## config.mk

```make
export PLATFORM = sky130hd
export DESIGN_NAME = ambient_light_sample_sequencer_top
export DESIGN_NICKNAME = d
export VERILOG_FILES = /design/src/design/als_pkg.sv /design/src/design/als_cfg.sv /design/src/design/als_seq.sv /design/src/design/ambient_light_sample_sequencer_top.sv
export SDC_FILE = /design/constraint.sdc
export NUM_CORES = 1
export LEC_CHECK = 0
export BUFFER_PORTS_ARGS = -buffer_cell sky130_fd_sc_hd__buf_2
export CORE_ASPECT_RATIO = 0.5
export CORE_MARGIN = 4
export CORE_UTILIZATION = 55
export DETAILED_ROUTE_END_ITERATION = 10
export PLACE_DENSITY = 0.8
export SYNTH_ARGS = -nofsm -noshare
export SYNTH_HDL_FRONTEND = slang
export SYNTH_SLANG_ARGS = --single-unit
```

## constraint.sdc

```tcl
create_clock -name aclk -period 8.6 [get_ports aclk]
set_input_delay 1.72 -clock aclk [delete_from_list [all_inputs] [get_ports aclk]]
set_output_delay 1.72 -clock aclk [all_outputs]
set_load 0.05 [all_outputs]
```

## src/design/als_pkg.sv

```systemverilog
// Package: shared types, register indexes, codes and time helpers for the light sample sequencer.
`default_nettype none

package als_pkg;

    // Width of the tick counter and of every deadline
    localparam int TIME_WIDTH = 32;

    localparam int CFG_INDEX_WIDTH = 3;
    localparam int CFG_DATA_WIDTH  = 16;

    // Register indexes on the configuration port
    localparam logic [CFG_INDEX_WIDTH-1:0] CFG_GAP_TICKS           = 3'd0;
    localparam logic [CFG_INDEX_WIDTH-1:0] CFG_MEASURE_WAIT_TICKS  = 3'd1;
    localparam logic [CFG_INDEX_WIDTH-1:0] CFG_SAMPLE_PERIOD_TICKS = 3'd2;
    localparam logic [CFG_INDEX_WIDTH-1:0] CFG_DEVICE_ADDRESS      = 3'd3;
    localparam logic [CFG_INDEX_WIDTH-1:0] CFG_POWER_ON_COMMAND    = 3'd4;
    localparam logic [CFG_INDEX_WIDTH-1:0] CFG_RESET_COMMAND       = 3'd5;
    localparam logic [CFG_INDEX_WIDTH-1:0] CFG_MEASURE_COMMAND     = 3'd6;

    // Register reset values
    localparam logic [15:0] GAP_TICKS_RST           = 16'd10;
    localparam logic [15:0] MEASURE_WAIT_TICKS_RST  = 16'd180;
    localparam logic [15:0] SAMPLE_PERIOD_TICKS_RST = 16'd300;
    localparam logic [7:0]  DEVICE_ADDRESS_RST      = 8'd70;
    localparam logic [7:0]  POWER_ON_COMMAND_RST    = 8'd1;
    localparam logic [7:0]  RESET_COMMAND_RST       = 8'd7;
    localparam logic [7:0]  MEASURE_COMMAND_RST     = 8'd32;

    // Input function codes
    localparam logic FUNC_TICK = 1'b0;
    localparam logic FUNC_GET  = 1'b1;

    // Bus operation codes
    localparam logic [1:0] BUS_OP_NONE  = 2'd0;
    localparam logic [1:0] BUS_OP_WRITE = 2'd1;
    localparam logic [1:0] BUS_OP_READ  = 2'd2;

    // Phase codes as reported on the result channel
    localparam logic [2:0] PHASE_IDLE    = 3'd0;
    localparam logic [2:0] PHASE_ON      = 3'd1;
    localparam logic [2:0] PHASE_RESET   = 3'd2;
    localparam logic [2:0] PHASE_MEASURE = 3'd3;
    localparam logic [2:0] PHASE_WAIT    = 3'd4;
    localparam logic [2:0] PHASE_READ    = 3'd5;
    localparam logic [2:0] PHASE_CONVERT = 3'd6;
    localparam logic [2:0] PHASE_DONE    = 3'd7;

    // raw*10/12 = floor(5*raw/6); divide by 6 as multiply by ceil(2^20/6), exact below 2^19
    localparam int          LUX_SHIFT = 20;
    localparam logic [17:0] LUX_RECIP = 18'd174763;

    typedef struct packed {
        logic        func;
        logic        bus_ok;
        logic [15:0] read_data;
    } in_item_t;

    typedef struct packed {
        logic [1:0]  bus_op;
        logic [7:0]  bus_address;
        logic [7:0]  bus_command;
        logic [15:0] lux;
        logic        ready_res;
        logic [2:0]  phase;
    } out_item_t;

    typedef struct packed {
        logic [15:0] gap_ticks;
        logic [15:0] measure_wait_ticks;
        logic [15:0] sample_period_ticks;
        logic [7:0]  device_address;
        logic [7:0]  power_on_command;
        logic [7:0]  reset_command;
        logic [7:0]  measure_command;
    } cfg_t;

    typedef logic [TIME_WIDTH-1:0] time_t;

    // A time is reached when (now - when) mod 2^TIME_WIDTH is in the lower half
    function automatic logic reached(input time_t now, input time_t when);
        time_t diff;
        diff = now - when;
        return !diff[TIME_WIDTH-1];
    endfunction

    function automatic time_t later(input time_t now, input logic [15:0] delta);
        time_t ext;
        ext = time_t'(delta);
        return now + ext;
    endfunction

endpackage

`default_nettype wire

```

## src/design/als_cfg.sv

```systemverilog
// Configuration register file of the light sample sequencer.
`default_nettype none

module als_cfg (
    input  wire logic                                aclk,
    input  wire logic                                aresetn,
    input  wire logic                                cfg_wr_en,
    input  wire logic [als_pkg::CFG_INDEX_WIDTH-1:0] cfg_index,
    input  wire logic [als_pkg::CFG_DATA_WIDTH-1:0]  cfg_wdata,
    output als_pkg::cfg_t                            cfg
);

    als_pkg::cfg_t cfg_reg;
    als_pkg::cfg_t cfg_next;

    always_comb begin
        cfg_next = cfg_reg;
        if (cfg_wr_en) begin
            unique case (cfg_index)
                als_pkg::CFG_GAP_TICKS:           cfg_next.gap_ticks = cfg_wdata;
                als_pkg::CFG_MEASURE_WAIT_TICKS:  cfg_next.measure_wait_ticks = cfg_wdata;
                als_pkg::CFG_SAMPLE_PERIOD_TICKS: cfg_next.sample_period_ticks = cfg_wdata;
                als_pkg::CFG_DEVICE_ADDRESS:      cfg_next.device_address = cfg_wdata[7:0];
                als_pkg::CFG_POWER_ON_COMMAND:    cfg_next.power_on_command = cfg_wdata[7:0];
                als_pkg::CFG_RESET_COMMAND:       cfg_next.reset_command = cfg_wdata[7:0];
                als_pkg::CFG_MEASURE_COMMAND:     cfg_next.measure_command = cfg_wdata[7:0];
                default: ; // drop writes beyond the register list
            endcase
        end
    end

    always_ff @(posedge aclk) begin
        if (!aresetn) begin
            cfg_reg.gap_ticks           <= als_pkg::GAP_TICKS_RST;
            cfg_reg.measure_wait_ticks  <= als_pkg::MEASURE_WAIT_TICKS_RST;
            cfg_reg.sample_period_ticks <= als_pkg::SAMPLE_PERIOD_TICKS_RST;
            cfg_reg.device_address      <= als_pkg::DEVICE_ADDRESS_RST;
            cfg_reg.power_on_command    <= als_pkg::POWER_ON_COMMAND_RST;
            cfg_reg.reset_command       <= als_pkg::RESET_COMMAND_RST;
            cfg_reg.measure_command     <= als_pkg::MEASURE_COMMAND_RST;
        end else begin
            cfg_reg <= cfg_next;
        end
    end

    assign cfg = cfg_reg;

endmodule

`default_nettype wire

```

## src/design/als_seq.sv

```systemverilog
// Sequence state and per-item step logic of the light sample sequencer.
`default_nettype none

module als_seq (
    input  wire logic              aclk,
    input  wire logic              aresetn,
    input  wire logic              step_en,
    input  wire als_pkg::in_item_t item,
    input  wire als_pkg::cfg_t     cfg,
    output als_pkg::out_item_t     result
);

    typedef enum logic [8:0] {
        ST_IDLE    = 9'b000000001,
        ST_ON      = 9'b000000010,
        ST_RESET   = 9'b000000100,
        ST_MEASURE = 9'b000001000,
        ST_WAIT    = 9'b000010000,
        ST_READ    = 9'b000100000,
        ST_CONVERT = 9'b001000000,
        ST_DONE    = 9'b010000000,
        ST_ERROR   = 9'b100000000
    } seq_state_t;

    seq_state_t     state_reg, state_next, cur_state;
    als_pkg::time_t tick_reg, tick_next;
    als_pkg::time_t deadline_reg, deadline_next, cur_deadline;
    als_pkg::time_t next_sample_reg, next_sample_next;
    logic           ready_reg, ready_next;
    logic [15:0]    raw_reg, raw_next;
    logic [15:0]    lux_reg, lux_next;
    als_pkg::time_t now;
    logic           run;
    logic [18:0]    raw_x5;
    logic [36:0]    lux_prod;
    logic [2:0]     phase_code;
    logic [1:0]     bus_op;
    logic [7:0]     bus_address;
    logic [7:0]     bus_command;

    // 5*raw, then divide by 6 through the reciprocal
    assign raw_x5   = {1'b0, raw_reg, 2'b00} + {3'b000, raw_reg};
    assign lux_prod = 37'(raw_x5) * 37'(als_pkg::LUX_RECIP);

    always_comb begin
        state_next       = state_reg;
        tick_next        = tick_reg;
        deadline_next    = deadline_reg;
        next_sample_next = next_sample_reg;
        ready_next       = ready_reg;
        raw_next         = raw_reg;
        lux_next         = lux_reg;
        bus_op           = als_pkg::BUS_OP_NONE;
        bus_address      = 8'd0;
        bus_command      = 8'd0;
        now          = tick_reg;
        run          = 1'b0;
        cur_state    = state_reg;
        cur_deadline = deadline_reg;

        if (item.func == als_pkg::FUNC_GET) begin
            ready_next = 1'b0;
        end else begin
            tick_next = tick_reg + als_pkg::time_t'(1);
            run       = 1'b1;
            if (state_reg == ST_IDLE) begin
                if (als_pkg::reached(now, next_sample_reg)) begin
                    // start the sample; power-on write runs in this same tick
                    cur_state     = ST_ON;
                    cur_deadline  = now;
                    state_next    = ST_ON;
                    deadline_next = now;
                end else begin
                    run = 1'b0;
                end
            end
            if (run && als_pkg::reached(now, cur_deadline)) begin
                unique case (cur_state)
                    ST_ON, ST_RESET, ST_MEASURE: begin
                        bus_op      = als_pkg::BUS_OP_WRITE;
                        bus_address = cfg.device_address;
                        if (cur_state == ST_ON) begin
                            bus_command = cfg.power_on_command;
                        end else if (cur_state == ST_RESET) begin
                            bus_command = cfg.reset_command;
                        end else begin
                            bus_command = cfg.measure_command;
                        end
                        if (!item.bus_ok) begin
                            state_next = ST_ERROR;
                        end else if (cur_state == ST_ON) begin
                            state_next    = ST_RESET;
                            deadline_next = als_pkg::later(now, cfg.gap_ticks);
                        end else if (cur_state == ST_RESET) begin
                            state_next    = ST_MEASURE;
                            deadline_next = als_pkg::later(now, cfg.gap_ticks);
                        end else begin
                            state_next    = ST_WAIT;
                            deadline_next = als_pkg::later(now, cfg.measure_wait_ticks);
                        end
                    end
                    ST_WAIT: begin
                        state_next    = ST_READ;
                        deadline_next = now;
                    end
                    ST_READ: begin
                        bus_op      = als_pkg::BUS_OP_READ;
                        bus_address = cfg.device_address + 8'd1;
                        if (!item.bus_ok) begin
                            state_next = ST_ERROR;
                        end else begin
                            raw_next      = item.read_data;
                            state_next    = ST_CONVERT;
                            deadline_next = now;
                        end
                    end
                    ST_CONVERT: begin
                        lux_next      = lux_prod[als_pkg::LUX_SHIFT +: 16];
                        state_next    = ST_DONE;
                        deadline_next = now;
                    end
                    ST_DONE: begin
                        ready_next       = 1'b1;
                        next_sample_next = als_pkg::later(now, cfg.sample_period_ticks);
                        state_next       = ST_IDLE;
                    end
                    ST_ERROR: begin
                        // retry one period later
                        ready_next       = 1'b0;
                        next_sample_next = als_pkg::later(now, cfg.sample_period_ticks);
                        state_next       = ST_IDLE;
                    end
                    default: ;
                endcase
            end
        end
    end

    always_comb begin
        unique case (state_next)
            ST_ON:      phase_code = als_pkg::PHASE_ON;
            ST_RESET:   phase_code = als_pkg::PHASE_RESET;
            ST_MEASURE: phase_code = als_pkg::PHASE_MEASURE;
            ST_WAIT:    phase_code = als_pkg::PHASE_WAIT;
            ST_READ:    phase_code = als_pkg::PHASE_READ;
            ST_CONVERT: phase_code = als_pkg::PHASE_CONVERT;
            ST_DONE:    phase_code = als_pkg::PHASE_DONE;
            default:    phase_code = als_pkg::PHASE_IDLE; // idle and error
        endcase
    end

    assign result = '{
        bus_op:      bus_op,
        bus_address: bus_address,
        bus_command: bus_command,
        lux:         lux_next,
        ready_res:   ready_next,
        phase:       phase_code
    };

    always_ff @(posedge aclk) begin
        if (!aresetn) begin
            state_reg       <= ST_IDLE;
            tick_reg        <= '0;
            deadline_reg    <= '0;
            next_sample_reg <= '0;
            ready_reg       <= 1'b0;
            raw_reg         <= 16'd0;
            lux_reg         <= 16'd0;
        end else if (step_en) begin
            state_reg       <= state_next;
            tick_reg        <= tick_next;
            deadline_reg    <= deadline_next;
            next_sample_reg <= next_sample_next;
            ready_reg       <= ready_next;
            raw_reg         <= raw_next;
            lux_reg         <= lux_next;
        end
    end

endmodule

`default_nettype wire

```

## src/design/ambient_light_sample_sequencer_top.sv

```systemverilog
// Top level of the ambient light sample sequencer: input stage, step logic and result register.
//
// Each transaction on the s_ channel is either a tick (func 0), which runs at most one step of the
// sensor poll sequence (power-on, reset and measure command writes, a wait, a two-byte read,
// conversion to lux as raw*10/12, done), or a get (func 1), which returns the last lux value and
// clears the ready flag. Every input transaction produces exactly one m_ transaction that names
// the bus operation for that tick, the current lux, the ready flag and the phase after the step.
// A failed bus operation (bus_ok low on a tick that issued one) sends the sequence to an error
// step that clears ready and schedules a retry one sample period later; the phase reads idle
// while in error. Deadlines are kept against a 32-bit tick count and compared wrap-safe.
// Throughput is one transaction per clock while m_ready stays high: the item is registered at
// the input, one step of compare, add and a single small multiply (the divide by six) runs
// once the result register is empty or being drained, and the result lands in the output
// register, which drives m_valid and m_data. While m_ready is low the result register holds,
// and once the input stage is full too s_ready drops. The user must write registers over the
// cfg_ port only while no transaction is in flight; the block itself does not enforce this.
`default_nettype none

module ambient_light_sample_sequencer_top (
    input  wire logic                                aclk,
    input  wire logic                                aresetn,
    input  wire logic                                s_valid,
    output logic                                     s_ready,
    input  wire als_pkg::in_item_t                   s_data,
    output logic                                     m_valid,
    input  wire logic                                m_ready,
    output als_pkg::out_item_t                       m_data,
    input  wire logic                                cfg_wr_en,
    input  wire logic [als_pkg::CFG_INDEX_WIDTH-1:0] cfg_index,
    input  wire logic [als_pkg::CFG_DATA_WIDTH-1:0]  cfg_wdata
);

    als_pkg::cfg_t      cfg;
    als_pkg::in_item_t  in_reg;
    logic               in_valid_reg;
    als_pkg::out_item_t out_reg;
    logic               out_valid_reg;
    als_pkg::out_item_t step_result;
    logic               advance;

    // Advance the input stage whenever the result register is empty or being drained
    assign advance = in_valid_reg && (!out_valid_reg || m_ready);
    // Take a new transaction while the held one moves on, so ticks stream back to back
    assign s_ready = !in_valid_reg || advance;

    als_cfg u_cfg (
        .aclk      (aclk),
        .aresetn   (aresetn),
        .cfg_wr_en (cfg_wr_en),
        .cfg_index (cfg_index),
        .cfg_wdata (cfg_wdata),
        .cfg       (cfg)
    );

    // Sequence state commits only when the step result is captured
    als_seq u_seq (
        .aclk    (aclk),
        .aresetn (aresetn),
        .step_en (advance),
        .item    (in_reg),
        .cfg     (cfg),
        .result  (step_result)
    );

    // Input stage: hold the accepted item until its step runs
    always_ff @(posedge aclk) begin
        if (!aresetn) begin
            in_valid_reg <= 1'b0;
        end else if (s_valid && s_ready) begin
            in_valid_reg <= 1'b1;
        end else if (advance) begin
            in_valid_reg <= 1'b0;
        end
    end

    always_ff @(posedge aclk) begin
        if (s_valid && s_ready) begin
            in_reg <= s_data;
        end
    end

    // Result register: hold the result until the m_ side takes it
    always_ff @(posedge aclk) begin
        if (!aresetn) begin
            out_valid_reg <= 1'b0;
        end else if (advance) begin
            out_valid_reg <= 1'b1;
        end else if (m_ready) begin
            out_valid_reg <= 1'b0;
        end
    end

    always_ff @(posedge aclk) begin
        if (advance) begin
            out_reg <= step_result;
        end
    end

    assign m_valid = out_valid_reg;
    assign m_data  = out_reg;

endmodule

`default_nettype wire
```

Word-level counts from Yosys, hierarchy flattened
Index checks and enable logic that the tools add are counted.
- logic and storage cells: 122
- output and inout bits: 40
- flip-flop bits (word level): 276
- multiply operators: 1
- reduce and logical (&&, ||, !) cells: 26
- equal/unequal tests: 22
- bitwise logic cells: 3
- add/sub/neg operators: 8
- muxes and demuxes: 37
- operators by type and width (operator ; count):
    $mux W32 ; 8
    $add A32 B16 Y32 ; 3
    $pmux W32 S3 ; 1
    $mux W9 ; 8
    $sub A32 B32 Y32 ; 2
    $mux W16 ; 3
    $pmux W9 S5 ; 1
    $mul A19 B18 Y36 const B ; 1
    $add A32 B1 Y32 const B ; 1
    $pmux W3 S7 ; 1
    $add A18 B16 Y19 ; 1
    $eq A9 B2 Y1 const B ; 2
    $eq A9 B3 Y1 const B ; 2
    $eq A9 B4 Y1 const B ; 2
    $eq A9 B5 Y1 const B ; 2
    $eq A9 B6 Y1 const B ; 2
    $eq A9 B7 Y1 const B ; 2
    $eq A9 B8 Y1 const B ; 2
    $mux W8 ; 2
    $pmux W8 S2 ; 1
    $reduce_and A2 Y1 ; 8
    $eq A3 B3 Y1 const B ; 3
    $eq A9 B1 Y1 const B ; 1
    $eq A9 B9 Y1 const B ; 1
    17 further kinds ; 37

Longest topological paths before layout
Gate-level depths: netlist (run 1).
- depth after elaboration: 13
- depth in mapped cells: 37
- depth with buffers taken out: 37

By module
From an unflattened synthesis (run 1), not the netlist that was laid out.
- cell total of the unflattened synthesis: 2750
- area, all modules: 23699.0 um^2
- modules (own cells, without submodules) (module ; times used ; cells an instance ; seq. area each (um^2) ; area an instance (um^2)):
    als_seq ; 1 ; 2387 ; 2762.6 ; 18831.8
    als_cfg ; 1 ; 298 ; 1601.5 ; 3081.7
    ambient_light_sample_sequencer_top ; 1 ; 65 ; 1721.7 ; 1785.5

Worst setup path before layout (run 1)
OpenSTA, ideal clock, no wires.
- path kind: flip-flop to flip-flop
- start: register u_seq.raw_reg[0]
- end: register out_reg (netlist bit m_data[19]) (data pin)
- setup slack: 551 ps
- cell stages (with the launch flop): 36
- buffers on the path: 0
- library setup time: 262 ps
- arrival time: 7787 ps
- clock period less this slack: 8049 ps
- data required time: 8338 ps
- cells stage by stage: dfxtp_1 > ha_1 > inv_1 > fa_1 > nor2b_1 > o21ai_0 > nand2b_1 > a21o_1 > a31oi_1 > o2111ai_1 > a21oi_1 > o21ai_0 > a21o_1 > a21oi_1 > xnor2_1 > ha_1 > ha_1 > inv_1 > fa_1 > inv_1 > fa_1 > fa_1 > inv_1 > fa_1 > inv_1 > ha_1 > a21oi_1 > o21ai_0 > a2111oi_0 > o21ai_0 > nand3_1 > nand3_1 > a31oi_1 > o21bai_1 > xor2_1 > o21ai_0
- RTL lines (item ; line ; source):
    from (decl) ; als_seq.sv:30 ; logic [15:0] raw_reg, raw_next;
    from (signal assigned) ; als_seq.sv:176 ; raw_reg <= raw_next;
    to (signal assigned) ; ambient_light_sample_sequencer_top.sv:95 ; out_reg <= step_result;
    to (decl) ; ambient_light_sample_sequencer_top.sv:36 ; als_pkg::out_item_t out_reg;

==> results by group, run 1 <==
STA
  – Slew Viols, Final: 0
  – Maximum clock frequency: 123 MHz
  – Fin Clk Skew: ~57 ps
  – PnR worst setup slack: around 480 ps
  – Final Hold Viols: 0
  – Slew Limit Headroom: between 10% and 20%
  – Endpoints failing setup: 0
  – Period minus WS final: 8120 ps
  – Hold_ws: 451 ps
  – Period utilization: 94.4%
  – Measured slew at the worst slew-check pin: 1300 ps

Die
  – Core ar.: 41000 um2
  – Ports: between 80 and 90
  – Chip Width: 298 um
  – Area of the die: 45700 um2
  – Starting Density: 56.5%
  – # rows: 52
  – Chip height: 153 um

Hold path
  – Hold crit path type: register to register
  – Hold Startpoint: u_seq.next_sample_reg[2]

Clocking
  – Num Clock Sinks: roughly 280
  – H-tree levels: 1
  – Clock tree from TritonCTS: built
  – Worst-path clk slew: 70 ps
  – Root buffer selected by CTS: clkbuf_16
  – Cts hold-fix bufs: 0
  – Largest buffer count on any clock path: 3
  – Clk Latency, worst-skew pair: ~590 ps
  – Num CTS Buffers: 27

Logic synthesis
  – Most common cell in the netlist: nand2_1
  – Cells after Synth: 2788
  – Top cells by area, synth: dfxtp_1, ha_1, fa_1
  – Sequential share of the synthesized area: 26.3%
  – Post-synth EDFFs: 56
  – Seq cells post-synth: 276
  – Mapped cell area: between 20000 and 25000 um2
  – Distinct cells, synth: 86
  – Post-synth top cells: nand2_1, inv_1, ha_1
  – Syn Nets: 3214
  – Synthesized area per cell: around 8.3 um2
  – Post-synth top flop: dfxtp_1
  – Leading area contributor after synthesis: dfxtp_1
  – Synth top area share: a little under a fifth
  – Post-synth ARST share: 0%
  – Syn. warnings: 0

Global routing
  – Overall Global Routing Usage: 26.8%
  – Initial antenna violation count: 0
  – Gr ovfl total: 0
  – Largest net degree at the start of global routing: 75
  – Global-route wire length before repair: roughly 100000 um
  – Vias in the first global route: slightly below 20000

Worst setup path
  – CP Max Fanout: 6
  – Critical Path Source: u_seq.raw_reg[3]
  – Slowest CP cell: fa_1
  – Worst path arrival time: roughly 8400 ps
  – Worst setup SP type: register
  – FF-to-FF Start: u_seq.raw_reg[3]
  – CP Capture Type: register
  – Critical Path Max Stage Delay: 530 ps
  – Critical Path RT: 8890 ps
  – Delay-heaviest family, CP: compound AO/OA/AOI/OAI gates
  – Worst Path Buf+Inv: 5
  – Critical path class: register to register

Layout
  – Nets: 3259
  – Max reg flops: 80
  – Area Growth Syn to Fin: 9.08%
  – Final instance area: 25300 um2
  – Share of cells above drive strength 1: 8.27%
  – Diodes inserted: 0

Placement
  – Dpl hpwl: 46200 um
  – Dpl cell area: 24200 um2
  – Pre-CTS setup slack: between 80 and 90 ps
  – GPL Wtd Cong: approximately 0.92
  – IO Port Bufs: between 80 and 90

Power
  – Leakage power: 11.5 nW
  – Cell Pwr Density: 128 nW/um2
  – Worst vdd ir: roughly 0.12 mV

Drt
  – Vias/cell: approximately 6.0
  – Iter 0 DRT Violations: 1981
  – DRT antenna net count: 0
  – WL per Instance: around 18 um
  – Vias: around 20000
  – Drt first pass iters: 6
  – Total Routed Length: about 62000 um
  – DRC viols: 0

Job
  – Max Cap Viol: 0

Outcome
  – Outcome: complete, no violations
final timing paths:
path,to,slack (ps),cells after the start
max,m_data[19],480,35
min,u_seq.next_sample_reg[2],450,2
max reg2reg,m_data[19],480,35
min reg2reg,u_seq.next_sample_reg[2],450,2
timing repair:
item,in CTS,in global routing
gates resized for setup,0,16
setup buffers,0,1
endpoints found under the hold margin,0,0
setup endpoints to repair,0,27
worst register-to-register path: cells and delay by family, from the launching register on:
kind,cells,cell delay [ps]
AOI/OAI and AO/OA,19,3560
xor gates and xnor gates,2,370
adders and majority gates,7,2860
buffers and inverters,5,400
DFF,1,380
and+or+nand+nor,2,300
area by class of cell:
class | count | area (um2)
multi-input cells | 2044 | 15400
fillers | 3510 | 15700
flip-flops and latches | 276 | 6090
clock inverters | 16 | 246
inverters | 348 | 1310
repair buffers | 136 | 818
clock buffers | 33 | 738
well taps | 540 | 676
placed cells by master (no fill, tap or decap), types with 25 or more instances in the layout:
cell type	count
nand2_1	356
inv_1	347
ha_1	269
a21oi_1	230
dfxtp_1	220
nor2_1	160
o21ai_0	146
fa_1	115
nand3_1	93
buf_2	81
xnor2_1	72
xor2_1	64
edfxtp_1	56
buf_4	55
mux2i_1	52
a21o_1	36
nor3_1	36
a211oi_1	34
clkbuf_16	27
and3_1	25
kinds of logic (layout without fill, tap and decap cells):
group / after synthesis / in the layout / synth area share, %
buffers and inverters: 468 / 533 / 7.73
xor gates and xnor gates: 140 / 140 / 5.29
DFF: 276 / 276 / 26.3
adders and majority gates: 388 / 388 / 24.7
and+or+nand+nor: 827 / 827 / 16.5
AOI/OAI and AO/OA: 632 / 632 / 17.0
muxes: 57 / 57 / 2.49
per-layer routing:
metal | up-vias | track usage (%) | routed length [um]
li1 | 9654 | - | -
met1 | 9524 | 36.3 | 26500
met2 | 893 | 44.8 | 28800
met3 | 170 | 3.73 | 5190
met4 | 0 | 8.35 | 1870
met5 | - | 0 | 0
power breakdown:
group          leakage [nW]  internal [mW]  switching, mW
clock                 0.473          0.792          0.542
sequential             2.32           1.36         0.0207
combinational          8.74          0.159          0.372
total                  11.5           2.31          0.934
per-stage QoR:
step	utilization (%)	TNS (ps)	std cells	power, mW
floorplan	-	0	2788	1.74
global placement	59.0	0	3343	1.90
detailed placement	59.0	0	3343	1.91
CTS	61.4	0	3392	3.23
global route	61.6	-77.5	3393	3.34
finish	61.6	0	3393	3.24
Power figures use the tool's default switching activity.
==> inputs of run 2 (changes only) <==
- GPL_TIMING_DRIVEN: default -> 0
==> run 2 against run 1 <==
- the run now ends with max-capacitance violations left
- maximum frequency decreased by 3.2%
- sequential power about the same
- non-clock buffer count increased by 74
- combinational power up 6.8%
- sequential share of layout area fell by 0.087 points
- via count up 3.8%
- worst setup slack got worse by 270 ps
- global-route usage increased by 3.1 points
- clock-buffer cell count is 3 higher
- register-to-register slack worse by 270 ps
- critical endpoint unchanged
- largest cell class unchanged
==> results by group, run 2 (same netlist as run 1, synthesis figures left out) <==
STA
  – Maximum clock frequency: roughly 120 MHz
  – Endpoints failing setup: 0
  – Hold_ws: 454 ps
  – Slew Viols, Final: 0
  – Period minus WS final: about 8400 ps
  – Period utilization: a little under 100%
  – Final Hold Viols: 0
  – RSZ-0062 raised after global routing: yes
  – Slew Limit Headroom: 1.84%
  – PnR worst setup slack: 210 ps
  – Fin Clk Skew: 20.0 ps
  – Measured slew at the worst slew-check pin: about 1500 ps

Placement
  – GPL Wtd Cong: 1.05
  – Dpl hpwl: 54000 um
  – Pre-CTS setup slack: -609 ps
  – Dpl cell area: 24300 um2
  – IO Port Bufs: 81

Worst setup path
  – CP Max Fanout: 10
  – Worst setup SP type: register
  – Worst path arrival time: 8700 ps
  – Critical Path RT: 8910 ps
  – Most used cell, CP: a21o_1
  – CP Capture Type: register
  – Critical Path Max Stage Delay: around 570 ps
  – Critical path class: register to register
  – Slowest CP cell: fa_1

Die
  – Chip height: 153 um
  – Area of the die: 45700 um2
  – # rows: 52
  – Core ar.: between 40000 and 50000 um2
  – Ports: just over 80
  – Chip Width: between 200 and 300 um
  – Starting Density: ~57%

Clocking
  – Num Clock Sinks: 276
  – Largest buffer count on any clock path: 3
  – Root buffer selected by CTS: clkbuf_16
  – H-tree levels: 1
  – Clk Latency, worst-skew pair: just under 600 ps
  – Cts hold-fix bufs: 0
  – Clock tree from TritonCTS: built
  – Num CTS Buffers: 27
  – Worst-path clk slew: 60 ps

Drt
  – WL per Instance: about 20 um
  – Vias/cell: 6.06
  – Drt first pass iters: 6
  – Vias: 21020
  – DRC viols: 0
  – Total Routed Length: 70700 um
  – DRT antenna net count: 0
  – Iter 0 DRT Violations: around 2500

Power
  – Cell Pwr Density: approximately 130 nW/um2
  – Worst vdd ir: between 0.15 and 0.2 mV
  – Leakage power: 11.5 nW
  – Pwr Total: 3.20 mW

Global routing
  – Overall Global Routing Usage: 29.9%
  – Global-route wire length before repair: 110000 um
  – Gr ovfl total: 0
  – Vias in the first global route: approximately 20000
  – Initial antenna violation count: 0
  – Largest net degree at the start of global routing: 42

Layout
  – Most frequent cells in the layout: nand2_1, inv_1, ha_1, a21oi_1, dfxtp_1
  – Commonest non-fill, non-tap cell in the layout: nand2_1
  – Final instance area: 25400 um2
  – Area Growth Syn to Fin: 9.61%
  – Max reg flops: 80
  – FILL cells: 3439
  – Share of cells above drive strength 1: 7.21%
  – Diodes inserted: 0
  – Nets: 3333
  – Final core occ: 61.9%

Hold path
  – Hold crit path type: register to register

Job
  – Max Cap Viol: 1

Outcome
  – Outcome: finished, violations left
  – Failing checks: max-capacitance violations
==> run 2: layer usage <==
metal	vias to the layer above	GRT usage (%)	part of all wire, %
met3	235	6.89	11
met4	0	9.56	3.9
met1	9881	39.9	41
li1	9811	-	-
met5	-	0	0
met2	1093	48.5	45
==> run 2: where the power goes <==
part,leakage (nW),total (mW),internal [mW],switching [mW]
clock,0.444,1.26,0.711,0.549
sequential,2.32,1.38,1.35,0.0205
combinational,8.71,0.567,0.149,0.418
==> run 2: critical path, delay by kind of cell (launching register included) <==
| kind | cells | cell delay, ps |
|---|---|---|
| xor gates and xnor gates | 3 | 700 |
| buffers and inverters | 4 | 270 |
| and+or+nand+nor | 4 | 670 |
| adders and majority gates | 7 | 3080 |
| AOI/OAI and AO/OA | 16 | 2990 |
| DFF | 1 | 390 |
==> run 2: final timing paths <==
path	from	endpoint	cells past startpoint	slack, ps
worst max-delay path	u_seq.raw_reg[1]	m_data[19]	34	210
worst max register to register	u_seq.raw_reg[1]	m_data[19]	34	210
worst min-delay path	u_seq.next_sample_reg[6]	u_seq.next_sample_reg[6]	2	450
worst min register to register	u_seq.next_sample_reg[6]	u_seq.next_sample_reg[6]	2	450
==> run 2: cell type report <==
type                            instances  area [um2]  area share (%)
Buffer                                120         487            1.92
Multi-Input combinational cell       2044       15400            60.8
Clock buffer                           36         759            2.99
Tap cell                              540         676            2.66
Clock inverter                         13         155           0.611
Sequential cell                       276        6090            24.0
Timing Repair Buffer                   90         480            1.89
Inverter                              348        1310            5.15
==> run 2: what timing repair did <==
action	CTS	global route
endpoints found under the setup margin	59	107
setup buffers	1	5
resized for setup	16	20
pin swaps	1	6
==> run 2: stage by stage <==
step	setup TNS, ps	instances
final	0	3467
after global routing	-403	3467
after CTS	0	3461
after detailed placement	-7290	3411
after global placement	-26470	3409
after floorplan	0	2788
==> inputs of run 3 (changes only) <==
- CELL_PAD_IN_SITES_DETAIL_PLACEMENT: default -> 0
- CELL_PAD_IN_SITES_GLOBAL_PLACEMENT: default -> 2
- CORE_UTILIZATION: 55 -> 36
- PLACE_DENSITY: 0.8 -> 0.84
==> run 3 against run 2 <==
- the flow now finishes without violations
- utilization shrank 21 points
- wire length grew 9.4%
- worst setup slack gained 19 ps
- global-route usage shrank 8.0 points
- power grew 1.3%
- die area grew 50%
- maximum frequency grew 0.23%
- critical path type unchanged
- largest cell class unchanged
- largest power group unchanged
==> results by group, run 3 (same netlist as run 1, synthesis figures left out) <==
Power
  – Cell Pwr Density: 126 nW/um2
  – Leakage power: between 10 and 15 nW
  – Pwr Total: 3.24 mW
  – Worst vdd ir: 0.145 mV

Hold path
  – Hold crit path type: register to register

Outcome
  – Outcome: complete, no violations

Job
  – Max Cap Viol: 0

Layout
  – Register Area: 6090 um2
  – Final instance area: 25800 um2
  – Diodes inserted: 0
  – FILL cells: 6501
  – Layout Cells excl Fill: 3768
  – Commonest non-fill, non-tap cell in the layout: nand2_1
  – Most frequent cells in the layout: nand2_1, inv_1, ha_1, a21oi_1, dfxtp_1
  – Nets: approximately 3300
  – Share of cells above drive strength 1: 7.44%
  – Multi-input gate area: 15500 um2
  – Max reg flops: 80
  – Area Growth Syn to Fin: 11.6%

Worst setup path
  – Critical Path Source: u_seq.now[11]
  – Slowest CP cell: dfxtp_1
  – Critical Path RT: 9110 ps
  – Worst r2r path cells: 25
  – Crit Reg-Reg Endpoint: u_seq.next_sample_reg[31]
  – CP Capture Type: register
  – Reg-to-reg slack, setup: 230 ps
  – End point of the critical path: u_seq.next_sample_reg[31]
  – Critical path class: register to register
  – Worst path arrival time: about 8900 ps
  – Worst setup SP type: register
  – Critical Path Max Stage Delay: between 800 and 900 ps
  – CP Max Fanout: 12
  – FF-to-FF Start: u_seq.now[11]

Drt
  – WL per Instance: 20.5 um
  – DRC viols: 0
  – Vias: roughly 20000
  – Total Routed Length: between 70000 and 80000 um
  – Iter 0 DRT Violations: 1431
  – DRT antenna net count: 0
  – Drt first pass iters: 6
  – Vias/cell: 5.37

Clocking
  – H-tree levels: 1
  – Num CTS Buffers: 30
  – Largest buffer count on any clock path: 3
  – Root buffer selected by CTS: clkbuf_16
  – Worst-path clk slew: 60 ps
  – Clock tree from TritonCTS: built
  – Num Clock Sinks: 276
  – Clk Latency, worst-skew pair: 580 ps

Global routing
  – Initial antenna violation count: 1
  – Vias in the first global route: 19586
  – Global-route wire length before repair: 118000 um
  – Largest net degree at the start of global routing: 28
  – Gr ovfl total: 0
  – Overall Global Routing Usage: 21.9%

Die
  – Starting Density: 36.6%
  – Core ar.: 63400 um2
  – Area of the die: 68700 um2
  – Ports: 82
  – Chip Width: 367 um
  – # rows: 65
  – Chip height: 187 um

Placement
  – Dpl cell area: 24700 um2
  – Post-placement cell count: 3709
  – GPL Wtd Cong: 0.933
  – IO Port Bufs: 81
  – Dpl hpwl: 59400 um
  – Pre-CTS setup slack: -789 ps

STA
  – Final Hold Viols: 0
  – Slew Limit Headroom: 2.86%
  – Total Negative Setup Slacks: 0 ps
  – RSZ-0062 raised after global routing: yes
  – Endpoints failing setup: 0
  – Maximum clock frequency: 119 MHz
  – Period minus WS final: 8370 ps
  – Slew Viols, Final: 0
  – Fin Clk Skew: about 16 ps
  – Measured slew at the worst slew-check pin: around 1400 ps
  – PnR worst setup slack: 230 ps
  – Period utilization: slightly below 100%
## run 3: cell types whose count changed in the layout (fill, tap and decap cells not counted), moves of 3 or more
cell        before  now
clkbuf_16       27   31
xor2_1          63   59
xor2_2           2    6
bufinv_16        3    0
clkbuf_1       101  104
clkinvlp_4       3    0
## run 3: worst min path at each step
stage          slack (ps)                     start  depth (start not counted)                        to
5_1_grt               470             u_cfg.cfg[22]                          2             u_cfg.cfg[22]
3_3_place_gp          440  u_seq.next_sample_reg[0]                          2  u_seq.next_sample_reg[0]
4_1_cts               450  u_seq.next_sample_reg[3]                          2  u_seq.next_sample_reg[3]
2_1_floorplan         420    u_seq.deadline_reg[15]                          2    u_seq.deadline_reg[15]
6_report              450  u_seq.next_sample_reg[5]                          2  u_seq.next_sample_reg[5]
3_5_place_dp          450  u_seq.next_sample_reg[3]                          2  u_seq.next_sample_reg[3]
## run 3: report_power, final
part	leakage, nW	internal [mW]	total (mW)	switching (mW)
logic	8.73	0.151	0.592	0.440
registers	2.32	1.36	1.38	0.0196
clock network	0.472	0.719	1.28	0.559
total	11.5	2.23	3.24	1.02
## run 3: layout make-up
type                    count  area share [%]
clock inverters             8           0.165
inverters                 348            5.06
plain buffers             120            1.92
multi-input cells        2044            59.9
repair buffers             88            1.84
well taps                 837            4.05
flip-flops and latches    276            23.6
clock buffers              47            3.51
## run 3: what timing repair did
action	CTS	global route
hold endpoints to repair	0	0
hold buffers	0	0
pin swaps	3	6
gates cloned	0	0
gates resized for setup	20	26
setup buffers	3	1
setup endpoints to repair	131	36
## run 3: through the flow
step                      utilization, %  hold WS (ps)
after detailed placement            38.9           446
after floorplan                        -           425
after CTS                           40.6           452
final                               40.8           451
after global routing                40.8           468
after global placement              38.8           437
## run 3: routing by layer
layer | vias to the layer above | global-route usage, % | wire length, um
met1 | 9605 | 30.9 | 35900
met4 | 0 | 6.80 | 2780
met2 | 624 | 34.6 | 33500
li1 | 9837 | - | -
met5 | - | 0 | 0
met3 | 155 | 3.43 | 5170
## run 3: critical path: cells and delay by family (launching register included)
kind	cells	cell delay, ps
flops	1	820
simple gates	4	1540
compound gates	14	3160
fa+ha+maj	2	660
buf+inv	4	1730
mux	1	350
